==> config.mk <==
export PLATFORM = sky130hd
export DESIGN_NAME = bipartite_max_flow_matcher_core
export DESIGN_NICKNAME = d
export VERILOG_FILES = /design/src/hw/rtl/bmfm_pkg.sv /design/src/hw/rtl/bmfm_resid_ram.sv /design/src/hw/rtl/bipartite_max_flow_matcher_core.sv
export VERILOG_INCLUDE_DIRS = /design/src /design/src/hw/rtl
export SDC_FILE = /design/constraint.sdc
export NUM_CORES = 1
export LEC_CHECK = 0
export BUFFER_PORTS_ARGS = -buffer_cell sky130_fd_sc_hd__buf_2
export CAP_MARGIN = 5
export CORE_ASPECT_RATIO = 1.4
export CORE_UTILIZATION = 63
export CTS_CLUSTER_SIZE = 28
export DETAILED_ROUTE_END_ITERATION = 8
export PLACE_DENSITY = 0.79
export SETUP_SLACK_MARGIN = 0.3
export SLEW_MARGIN = 20
export SYNTH_ARGS = -nofsm -noshare
export SYNTH_HDL_FRONTEND = slang
export SYNTH_SLANG_ARGS = --single-unit
==> constraint.sdc <==
create_clock -name i_clk -period 6.1 [get_ports i_clk]
set_input_delay 0.61 -clock i_clk [delete_from_list [all_inputs] [get_ports i_clk]]
set_output_delay 0.61 -clock i_clk [all_outputs]
set_load 0.02 [all_outputs]
==> src/hw/rtl/assert_macros.svh <==
// assertion macros for the rtl files
`ifndef ASSERT_MACROS_SVH
`define ASSERT_MACROS_SVH
`ifndef SYNTH
`define BMFM_ASSERT(lbl, clk, rst_n, prop, msg) \
    lbl: assert property (@(posedge clk) disable iff (!rst_n) prop) else $error(msg);
`define BMFM_ASSERT_ALWAYS(lbl, clk, prop, msg) \
    lbl: assert property (@(posedge clk) prop) else $error(msg);
`else
`define BMFM_ASSERT(lbl, clk, rst_n, prop, msg)
`define BMFM_ASSERT_ALWAYS(lbl, clk, prop, msg)
`endif
`endif

==> src/hw/rtl/bmfm_pkg.sv <==
// shared constants and codes of the bipartite flow matcher
package bmfm_pkg;
    localparam int NODES     = 12;
    localparam int GN        = NODES + 2;
    localparam int GW        = $clog2(GN);
    localparam int EW        = $clog2(NODES);
    localparam int QW        = $clog2(GN + 1);
    localparam int ROW_W     = 2 * GN;
    localparam int MAX_PAIRS = 36;
    localparam int CW        = $clog2(MAX_PAIRS + 1);
    localparam int NODE_W    = 4;
    localparam int FLOW_W    = 3;
    localparam int CFG_W     = 4;
    localparam int CFG_IDX_W = 1;

    localparam logic [CFG_IDX_W-1:0] CFG_NODE_COUNT    = 1'b0;
    localparam logic [CFG_IDX_W-1:0] CFG_OFFICER_COUNT = 1'b1;

    localparam logic FUNC_LOAD  = 1'b0;
    localparam logic FUNC_SOLVE = 1'b1;

    localparam logic KIND_TOTAL = 1'b0;
    localparam logic KIND_PAIR  = 1'b1;
endpackage

==> src/hw/rtl/bmfm_resid_ram.sv <==
// residual matrix memory, one row of two-bit entries per graph node
module bmfm_resid_ram (
    input  logic                      i_clk,
    input  logic                      i_we,
    input  logic [bmfm_pkg::GW-1:0]   i_waddr,
    input  logic [bmfm_pkg::ROW_W-1:0] i_wdata,
    input  logic                      i_re,
    input  logic [bmfm_pkg::GW-1:0]   i_raddr,
    output logic [bmfm_pkg::ROW_W-1:0] o_rdata
);
    import bmfm_pkg::*;

    logic [ROW_W-1:0] mem [GN];

    always_ff @(posedge i_clk) begin
        if (i_we) begin
            mem[i_waddr] <= i_wdata;
        end
        if (i_re) begin
            o_rdata <= mem[i_raddr];
        end
    end
endmodule

==> src/hw/rtl/bipartite_max_flow_matcher_core.sv <==
// top level of the bipartite maximum flow matcher
// Edge-load beats (func 0) are taken one per cycle while idle and set one
// bit of a flip-flop edge matrix; loads naming a node at or above NODES are
// dropped. A solve beat (func 1) holds the input stalled while one sequencer
// drives a single-port-read residual row memory: it builds the residual
// matrix row by row, then each search dequeues nodes and scans up to
// node_count+2 columns per dequeued node (the scan stops at the sink once a
// path is found), and for each augmenting path edge the parent row is read,
// then its forward and reverse entries are written. The result beats follow:
// the total flow, then each officer-agent pair carrying flow in officer-major
// order, the final beat flagged by last; the pair scan walks each officer row
// and its agent columns and waits when a beat finds the output stalled. The
// output register lets edge loads for the next problem enter while the last
// result beat still waits. The edge matrix is cleared when the last result is issued.
`include "assert_macros.svh"
module bipartite_max_flow_matcher_core (
    input  logic                          i_clk,
    input  logic                          i_rst_n,
    // configuration writes
    input  logic                          i_cfg_we,
    input  logic [bmfm_pkg::CFG_IDX_W-1:0] i_cfg_index,
    input  logic [bmfm_pkg::CFG_W-1:0]    i_cfg_data,
    // input beats
    input  logic                          i_in_valid,
    output logic                          o_in_stall,
    input  logic                          i_func,
    input  logic [bmfm_pkg::NODE_W-1:0]   i_from_node,
    input  logic [bmfm_pkg::NODE_W-1:0]   i_to_node,
    // result beats
    output logic                          o_out_valid,
    input  logic                          i_out_stall,
    output logic                          o_kind,
    output logic [bmfm_pkg::FLOW_W-1:0]   o_flow_total,
    output logic [bmfm_pkg::NODE_W-1:0]   o_officer,
    output logic [bmfm_pkg::NODE_W-1:0]   o_agent,
    output logic                          o_last
);
    import bmfm_pkg::*;

    typedef enum logic [3:0] {
        ST_IDLE,
        ST_INIT,
        ST_BFS_START,
        ST_BFS_DEQ,
        ST_BFS_SCAN,
        ST_AUG_RD_U,
        ST_AUG_WR_U,
        ST_AUG_WR_V,
        ST_PAIR_ROW,
        ST_PAIR_SCAN,
        ST_EMIT_LAST
    } t_state;

    t_state r_state;

    // configuration
    logic [CFG_W-1:0] r_node_count;
    logic [CFG_W-1:0] r_officer_count;

    // edge matrix, node numbering (graph index minus one)
    logic [NODES-1:0] r_edge [NODES];

    // search state
    logic [GW-1:0]    r_n;
    logic [GW-1:0]    r_k;
    logic [GW-1:0]    r_row;
    logic [GN-1:0]    r_visited;
    logic [GW-1:0]    r_parent [GN];
    logic [GW-1:0]    r_queue [GN];
    logic [QW-1:0]    r_head;
    logic [QW-1:0]    r_tail;
    logic [GW-1:0]    r_u;
    logic [GW-1:0]    r_v;
    logic [FLOW_W-1:0] r_flow;

    // pair scan and the result held back until the next one is known
    logic [GW-1:0]    r_i;
    logic [GW-1:0]    r_j;
    logic [CW-1:0]    r_cnt;
    logic             r_hold_kind;
    logic [FLOW_W-1:0] r_hold_flow;
    logic [NODE_W-1:0] r_hold_off;
    logic [NODE_W-1:0] r_hold_ag;

    // output register
    logic             r_out_valid;
    logic             r_kind;
    logic [FLOW_W-1:0] r_flow_total;
    logic [NODE_W-1:0] r_officer;
    logic [NODE_W-1:0] r_agent;
    logic             r_last;

    // residual memory port
    logic             ram_we;
    logic [GW-1:0]    ram_waddr;
    logic [ROW_W-1:0] ram_wdata;
    logic             ram_re;
    logic [GW-1:0]    ram_raddr;
    logic [ROW_W-1:0] ram_rdata;

    logic [GW-1:0]    n_clip;
    logic [GW-1:0]    k_clip;
    logic [GW-1:0]    sink;
    logic [GW-1:0]    mod_col;
    logic [1:0]       rcol_v;
    logic [1:0]       rcol_j;
    logic [1:0]       rcol_mod;
    logic             cand;
    logic             out_free;
    logic             out_load;
    logic             pair_hit;
    logic [NODES-1:0] init_edge_row;
    logic [ROW_W-1:0] init_row;
    logic [ROW_W-1:0] mod_row;
    logic [NODES-1:0] pair_edge_row;

    bmfm_resid_ram u_resid (
        .i_clk   (i_clk),
        .i_we    (ram_we),
        .i_waddr (ram_waddr),
        .i_wdata (ram_wdata),
        .i_re    (ram_re),
        .i_raddr (ram_raddr),
        .o_rdata (ram_rdata)
    );

    // clip configuration to the store size and the node count
    always_comb begin
        if (r_node_count > CFG_W'(NODES)) begin
            n_clip = GW'(NODES);
        end else begin
            n_clip = r_node_count[GW-1:0];
        end
        if (r_officer_count > CFG_W'(n_clip)) begin
            k_clip = n_clip;
        end else begin
            k_clip = r_officer_count[GW-1:0];
        end
    end

    assign sink     = r_n + GW'(1);
    assign out_free = !r_out_valid || !i_out_stall;
    assign rcol_v   = ram_rdata[{r_v, 1'b0} +: 2];
    assign rcol_j   = ram_rdata[{r_j, 1'b0} +: 2];
    assign cand     = !r_visited[r_v] && (rcol_v != 2'd0);

    // a result beat enters the output register this cycle
    assign out_load = out_free && ((r_state == ST_PAIR_SCAN && pair_hit)
                                   || r_state == ST_EMIT_LAST);

    assign init_edge_row = r_edge[EW'(r_row - GW'(1))];
    assign pair_edge_row = r_edge[EW'(r_i - GW'(1))];
    assign pair_hit      = pair_edge_row[EW'(r_j - GW'(1))] && (rcol_j == 2'd0)
                           && (r_cnt < CW'(MAX_PAIRS));

    // one residual row at build time: source row, node rows, sink and unused rows zero
    always_comb begin
        init_row = '0;
        for (int c = 0; c < GN; c++) begin
            if (r_row == '0) begin
                if (c >= 1 && GW'(c) <= r_k) begin
                    init_row[2*c] = 1'b1;
                end
            end else if (r_row <= r_n) begin
                if (c >= 1 && c <= NODES) begin
                    if (GW'(c) <= r_n) begin
                        init_row[2*c] = init_edge_row[c-1];
                    end
                end
                if (GW'(c) == sink && r_row > r_k) begin
                    init_row[2*c] = 1'b1;
                end
            end
        end
    end

    // path edge update: decrement forward entry, increment reverse entry
    always_comb begin
        if (r_state == ST_AUG_WR_U) begin
            mod_col = r_v;
        end else begin
            mod_col = r_u;
        end
        rcol_mod = ram_rdata[{mod_col, 1'b0} +: 2];
        mod_row  = ram_rdata;
        if (r_state == ST_AUG_WR_U) begin
            mod_row[{mod_col, 1'b0} +: 2] = rcol_mod - 2'd1;
        end else begin
            mod_row[{mod_col, 1'b0} +: 2] = rcol_mod + 2'd1;
        end
    end

    // memory port steering
    always_comb begin
        ram_we    = 1'b0;
        ram_waddr = r_row;
        ram_wdata = init_row;
        ram_re    = 1'b0;
        ram_raddr = r_v;
        case (r_state)
            ST_INIT: begin
                ram_we = 1'b1;
            end
            ST_BFS_DEQ: begin
                ram_re    = (r_head != r_tail);
                ram_raddr = r_queue[r_head[GW-1:0]];
            end
            ST_AUG_RD_U: begin
                ram_re    = 1'b1;
                ram_raddr = r_parent[r_v];
            end
            ST_AUG_WR_U: begin
                ram_we    = 1'b1;
                ram_waddr = r_u;
                ram_wdata = mod_row;
                ram_re    = 1'b1;
                ram_raddr = r_v;
            end
            ST_AUG_WR_V: begin
                ram_we    = 1'b1;
                ram_waddr = r_v;
                ram_wdata = mod_row;
            end
            ST_PAIR_ROW: begin
                ram_re    = 1'b1;
                ram_raddr = r_i;
            end
            default: begin
            end
        endcase
    end

    always_ff @(posedge i_clk) begin
        if (!i_rst_n) begin
            r_state         <= ST_IDLE;
            r_node_count    <= CFG_W'(12);
            r_officer_count <= CFG_W'(6);
            r_out_valid     <= 1'b0;
            r_flow          <= '0;
            r_head          <= '0;
            r_tail          <= '0;
            r_visited       <= '0;
            r_k             <= '0;
            for (int e = 0; e < NODES; e++) begin
                r_edge[e] <= '0;
            end
        end else begin
            if (i_cfg_we) begin
                case (i_cfg_index)
                    CFG_NODE_COUNT:    r_node_count    <= i_cfg_data;
                    CFG_OFFICER_COUNT: r_officer_count <= i_cfg_data;
                    default: begin
                    end
                endcase
            end

            if (out_load) begin
                r_out_valid <= 1'b1;
            end else if (r_out_valid && !i_out_stall) begin
                r_out_valid <= 1'b0;
            end

            case (r_state)
                ST_IDLE: begin
                    if (i_in_valid) begin
                        if (i_func == FUNC_LOAD) begin
                            if (i_from_node < NODE_W'(NODES) && i_to_node < NODE_W'(NODES)) begin
                                r_edge[EW'(i_from_node)][EW'(i_to_node)] <= 1'b1;
                            end
                        end else begin
                            r_n     <= n_clip;
                            r_k     <= k_clip;
                            r_row   <= '0;
                            r_flow  <= '0;
                            r_state <= ST_INIT;
                        end
                    end
                end
                ST_INIT: begin
                    r_row <= r_row + GW'(1);
                    if (r_row == GW'(GN - 1)) begin
                        r_state <= ST_BFS_START;
                    end
                end
                ST_BFS_START: begin
                    r_visited  <= {{(GN-1){1'b0}}, 1'b1};
                    r_queue[0] <= '0;
                    r_head     <= '0;
                    r_tail     <= QW'(1);
                    r_state    <= ST_BFS_DEQ;
                end
                ST_BFS_DEQ: begin
                    if (r_head == r_tail) begin
                        // no path left: total first, then the pair scan
                        r_hold_kind <= KIND_TOTAL;
                        r_hold_flow <= r_flow;
                        r_hold_off  <= '0;
                        r_hold_ag   <= '0;
                        r_i         <= GW'(1);
                        r_cnt       <= '0;
                        r_state     <= ST_PAIR_ROW;
                    end else begin
                        r_u     <= r_queue[r_head[GW-1:0]];
                        r_head  <= r_head + QW'(1);
                        r_v     <= '0;
                        r_state <= ST_BFS_SCAN;
                    end
                end
                ST_BFS_SCAN: begin
                    if (cand) begin
                        r_parent[r_v] <= r_u;
                    end
                    if (cand && r_v == sink) begin
                        r_state <= ST_AUG_RD_U;
                    end else begin
                        if (cand) begin
                            r_visited[r_v] <= 1'b1;
                            if (r_tail < QW'(GN)) begin
                                r_queue[r_tail[GW-1:0]] <= r_v;
                                r_tail <= r_tail + QW'(1);
                            end
                        end
                        if (r_v == sink) begin
                            r_state <= ST_BFS_DEQ;
                        end else begin
                            r_v <= r_v + GW'(1);
                        end
                    end
                end
                ST_AUG_RD_U: begin
                    r_u     <= r_parent[r_v];
                    r_state <= ST_AUG_WR_U;
                end
                ST_AUG_WR_U: begin
                    r_state <= ST_AUG_WR_V;
                end
                ST_AUG_WR_V: begin
                    r_v <= r_u;
                    if (r_u == '0) begin
                        // every path carries one unit, the source edges have capacity one
                        r_flow  <= r_flow + FLOW_W'(1);
                        r_state <= ST_BFS_START;
                    end else begin
                        r_state <= ST_AUG_RD_U;
                    end
                end
                ST_PAIR_ROW: begin
                    if (r_i > r_k || r_k >= r_n) begin
                        r_state <= ST_EMIT_LAST;
                    end else begin
                        r_j     <= r_k + GW'(1);
                        r_state <= ST_PAIR_SCAN;
                    end
                end
                ST_PAIR_SCAN: begin
                    if (!(pair_hit && !out_free)) begin
                        if (pair_hit) begin
                            r_kind       <= r_hold_kind;
                            r_flow_total <= r_hold_flow;
                            r_officer    <= r_hold_off;
                            r_agent      <= r_hold_ag;
                            r_last       <= 1'b0;
                            r_hold_kind  <= KIND_PAIR;
                            r_hold_flow  <= '0;
                            r_hold_off   <= NODE_W'(r_i - GW'(1));
                            r_hold_ag    <= NODE_W'(r_j - GW'(1));
                            r_cnt        <= r_cnt + CW'(1);
                        end
                        if (r_j == r_n) begin
                            r_i     <= r_i + GW'(1);
                            r_state <= ST_PAIR_ROW;
                        end else begin
                            r_j <= r_j + GW'(1);
                        end
                    end
                end
                ST_EMIT_LAST: begin
                    if (out_free) begin
                        r_kind       <= r_hold_kind;
                        r_flow_total <= r_hold_flow;
                        r_officer    <= r_hold_off;
                        r_agent      <= r_hold_ag;
                        r_last       <= 1'b1;
                        for (int e = 0; e < NODES; e++) begin
                            r_edge[e] <= '0;
                        end
                        r_state <= ST_IDLE;
                    end
                end
                default: begin
                    r_state <= ST_IDLE;
                end
            endcase
        end
    end

    assign o_in_stall   = (r_state != ST_IDLE);
    assign o_out_valid  = r_out_valid;
    assign o_kind       = r_kind;
    assign o_flow_total = r_flow_total;
    assign o_officer    = r_officer;
    assign o_agent      = r_agent;
    assign o_last       = r_last;

    // queue pointers never cross
    `BMFM_ASSERT(a_queue_order, i_clk, i_rst_n, (r_head <= r_tail), "queue head passed tail")
    // a path edge always has residual left when it is taken
    `BMFM_ASSERT(a_path_residual, i_clk, i_rst_n, (r_state == ST_AUG_WR_U) |-> (rcol_mod != 2'd0), "augmenting an empty residual entry")
    // flow cannot exceed the number of officers
    `BMFM_ASSERT(a_flow_bound, i_clk, i_rst_n, (r_state != ST_IDLE && r_state != ST_INIT) |-> (GW'(r_flow) <= r_k), "flow above officer count")
endmodule

==> metrics <==
Hold/Removal Path Class=in -> reg; largest net degree at the start of global routing=97; R2R setup slack=roughly 1400 ps; Crit path arrival time=roughly 5000 ps; worst slew pin tran=1170 ps; via count=22400; flops & latches, synth=approximately 830; # nets final=~2500; first-pass GRT wire length=135 mm; Clock Root Buffer=clkbuf_16; end of the worst register-to-register path=r_hold_flow[0]; core area=0.0566 sq mm; Final Setup Violations=0; Num CTS Buffers=76; DR pass1 iterations=6; Ant. Diodes=0; Final Instance Area=0.0399 sq mm; Post-synth EDFFs=about 590; H-tree depth=3; Final Skew=between 20 and 30 ps; Worst Hold Depth=3; # rows=103; Detailed Route WL=89.2 mm; max-cap violation count=0; cell leakage power=13.0 nW; maximum VDD drop=0.000282 V; FF-to-FF Start=r_i[0]; cts repair resizes=0; setup TNS=0 ps; cells after synthesis=2476; Post-Syn Area per Cell=14.6 sq um; CTS tree=yes; routability cong.=0.936; Post-Syn Area=approximately 0.036 sq mm; synth warn=0; Worst-path clk slew=around 60 ps; Register-to-Register Path Depth=9; final antenna-violating net count=0; period utilization=between 70% and 80%; power per cell area=327 mW/mm^2; hold_sp=i_cfg_data[0]; final core utilization=a little over two thirds; height of the die=286 um; hold_buf cts=0; CP Capture Type=register; post-DP HPWL=55.2 mm; sequential-to-total area share from yosys stat=62.0%; Worst EP required=6340 ps; Startpoint Class=register; Placement Cell Area=0.0371 sq mm; CTS Buffer Depth=3; Area Overhead vs Synth=10.2%; Synth cell types=81; wire length per cell=27.5 um; Synth Flop Type=edfxtp_1; minimum clock period=4650 ps; DRT iter0 DRCs=between 2000 and 2500; antenna violations before repair=0; Die Wd=a little over 200 um; latest clock arrival within the worst-skew pair=630 ps; CP Max Fanout=42; vias per inst=about 6.9; Die ar.=0.0585 sq mm; Mapped Nets=2536; Initial Utilization=about 64%; post-CTS setup buffers=0; port bufs=33; Final Hold Viols=0; outcome=completed; vias in the first global route=22700; fmax=around 210 MHz; # IOs=34; FFs w/ async S/R, synth=0%; Slew Limit Fails=0; layout cells sized above 1=22.0%; Global Route Usage Sum=31.1%; unrepaired setup endpoints after global routing=false; CTS sink count=829; DRC=0; crit path kind=reg -> reg; total global routing overflow=0; Hold Path End=r_node_count[0]; Rel. slew slack=21.6%
sequential cells by signal (all words and copies together), names as in the netlist, 6 cells and up, named ones only:
signal / flops
r_edge: 192
r_visited: 14
u_resid.mem: 392
r_queue: 56
u_resid.o_rdata: 28
r_cnt: 6
r_parent: 56
how the worst max path moves through the flow:
stage | startpoint | end | cells after the start
after floorplan | r_i[0] | r_cnt[0] | 14
after global placement | r_i[0] | r_hold_off[1] | 9
after detailed placement | r_state[1] | u_resid.mem[3][13] | 9
after CTS | r_state[1] | u_resid.mem[11][13] | 9
after global routing | r_i[0] | r_hold_kind | 9
final | r_i[0] | r_hold_flow[0] | 9
cell usage after synthesis, types with 6 or more instances:
cell type,number,share of area (%)
o22ai_1,6,0.10
buf_2,41,0.57
inv_1,32,0.33
dfxtp_1,242,13
nand4_1,10,0.17
o211ai_1,8,0.17
o21a_1,9,0.19
nor2_1,181,1.9
mux2i_1,36,0.99
and2_1,11,0.19
a32oi_1,8,0.19
or2_2,6,0.10
and3_1,8,0.14
nor2b_1,13,0.22
a22o_1,98,2.4
o21ai_0,108,1.5
a22oi_1,64,1.3
buf_4,10,0.21
ha_1,41,1.4
nor4_1,11,0.19
nand2b_1,23,0.40
edfxtp_1,587,49
nand3_1,45,0.62
xnor2_1,22,0.53
a21oi_1,67,0.93
clkbuf_1,133,1.4
xor2_1,15,0.36
a31oi_1,9,0.16
mux2_2,47,1.5
mux4_2,234,15
a211oi_1,18,0.37
nand2_1,203,2.1
nor3_1,36,0.50
area by class of cell:
cell class | instances | area, sq um
inverter | 36 | 135
fill | 3579 | 16600
multi-input combinational | 1417 | 13000
tap | 735 | 920
sequential | 829 | 22500
timing repair buffer | 85 | 613
clock buffer | 105 | 2160
clock inverter | 36 | 598
power breakdown:
part / switching, mW / internal [mW] / total [mW]
sequential: 0.109 / 6.22 / 6.33
combinational: 0.952 / 0.567 / 1.52
clock: 2.06 / 3.13 / 5.20
worst max-delay path, cell delays in order, from the launching register on:
cell	delay [ps]
edfxtp_1	350
buf_4	620
nor4_1	220
nor2_2	820
mux4_2	370
mux2_2	190
a31oi_1	110
a2111oi_2	670
nand2_1	140
a21oi_2	750
metal layers:
layer | track usage, % | vias up | share of wire (%)
li1 | - | 9579 | -
met3 | 5.19 | 263 | 7.8
met1 | 39.8 | 11400 | 37
met2 | 51.8 | 1153 | 50
met4 | 14.8 | 0 | 4.6
met5 | 0 | - | 0
cells by family after synthesis:
family	Yosys count	share of synthesized area (%)
DFF	829	62.0
buffers and inverters	230	2.73
adders and majority gates	41	1.42
xor gates and xnor gates	38	0.957
and+or+nand+nor	575	7.11
AOI/OAI and AO/OA	442	8.56
muxes	321	17.2
through the flow:
step / instances / power (mW) / hold WS (ps) / worst slack [ps]
2_1_floorplan: 2476 / 7.45 / 400 / 1590
3_3_place_gp: 3101 / 7.89 / 351 / 1530
3_5_place_dp: 3101 / 7.94 / 355 / 1230
4_1_cts: 3242 / 13.1 / 234 / 1210
5_1_grt: 3243 / 13.4 / 260 / 1160
6_report: 3243 / 13.0 / 261 / 1450
layout by cell type (no fill, tap or decap), drive strengths merged, types with 36 or more instances in the layout:
cell and n:
a21oi 69, a22o 98, a22oi 64, buf 85
clkbuf 105, dfxtp 242, edfxtp 587, ha 41
inv 37, mux2 49, mux2i 38, mux4 234
nand2 204, nand3 46, nor2 186, nor3 36
o21ai 108
No activity file was read; power rests on OpenSTA's default activity.
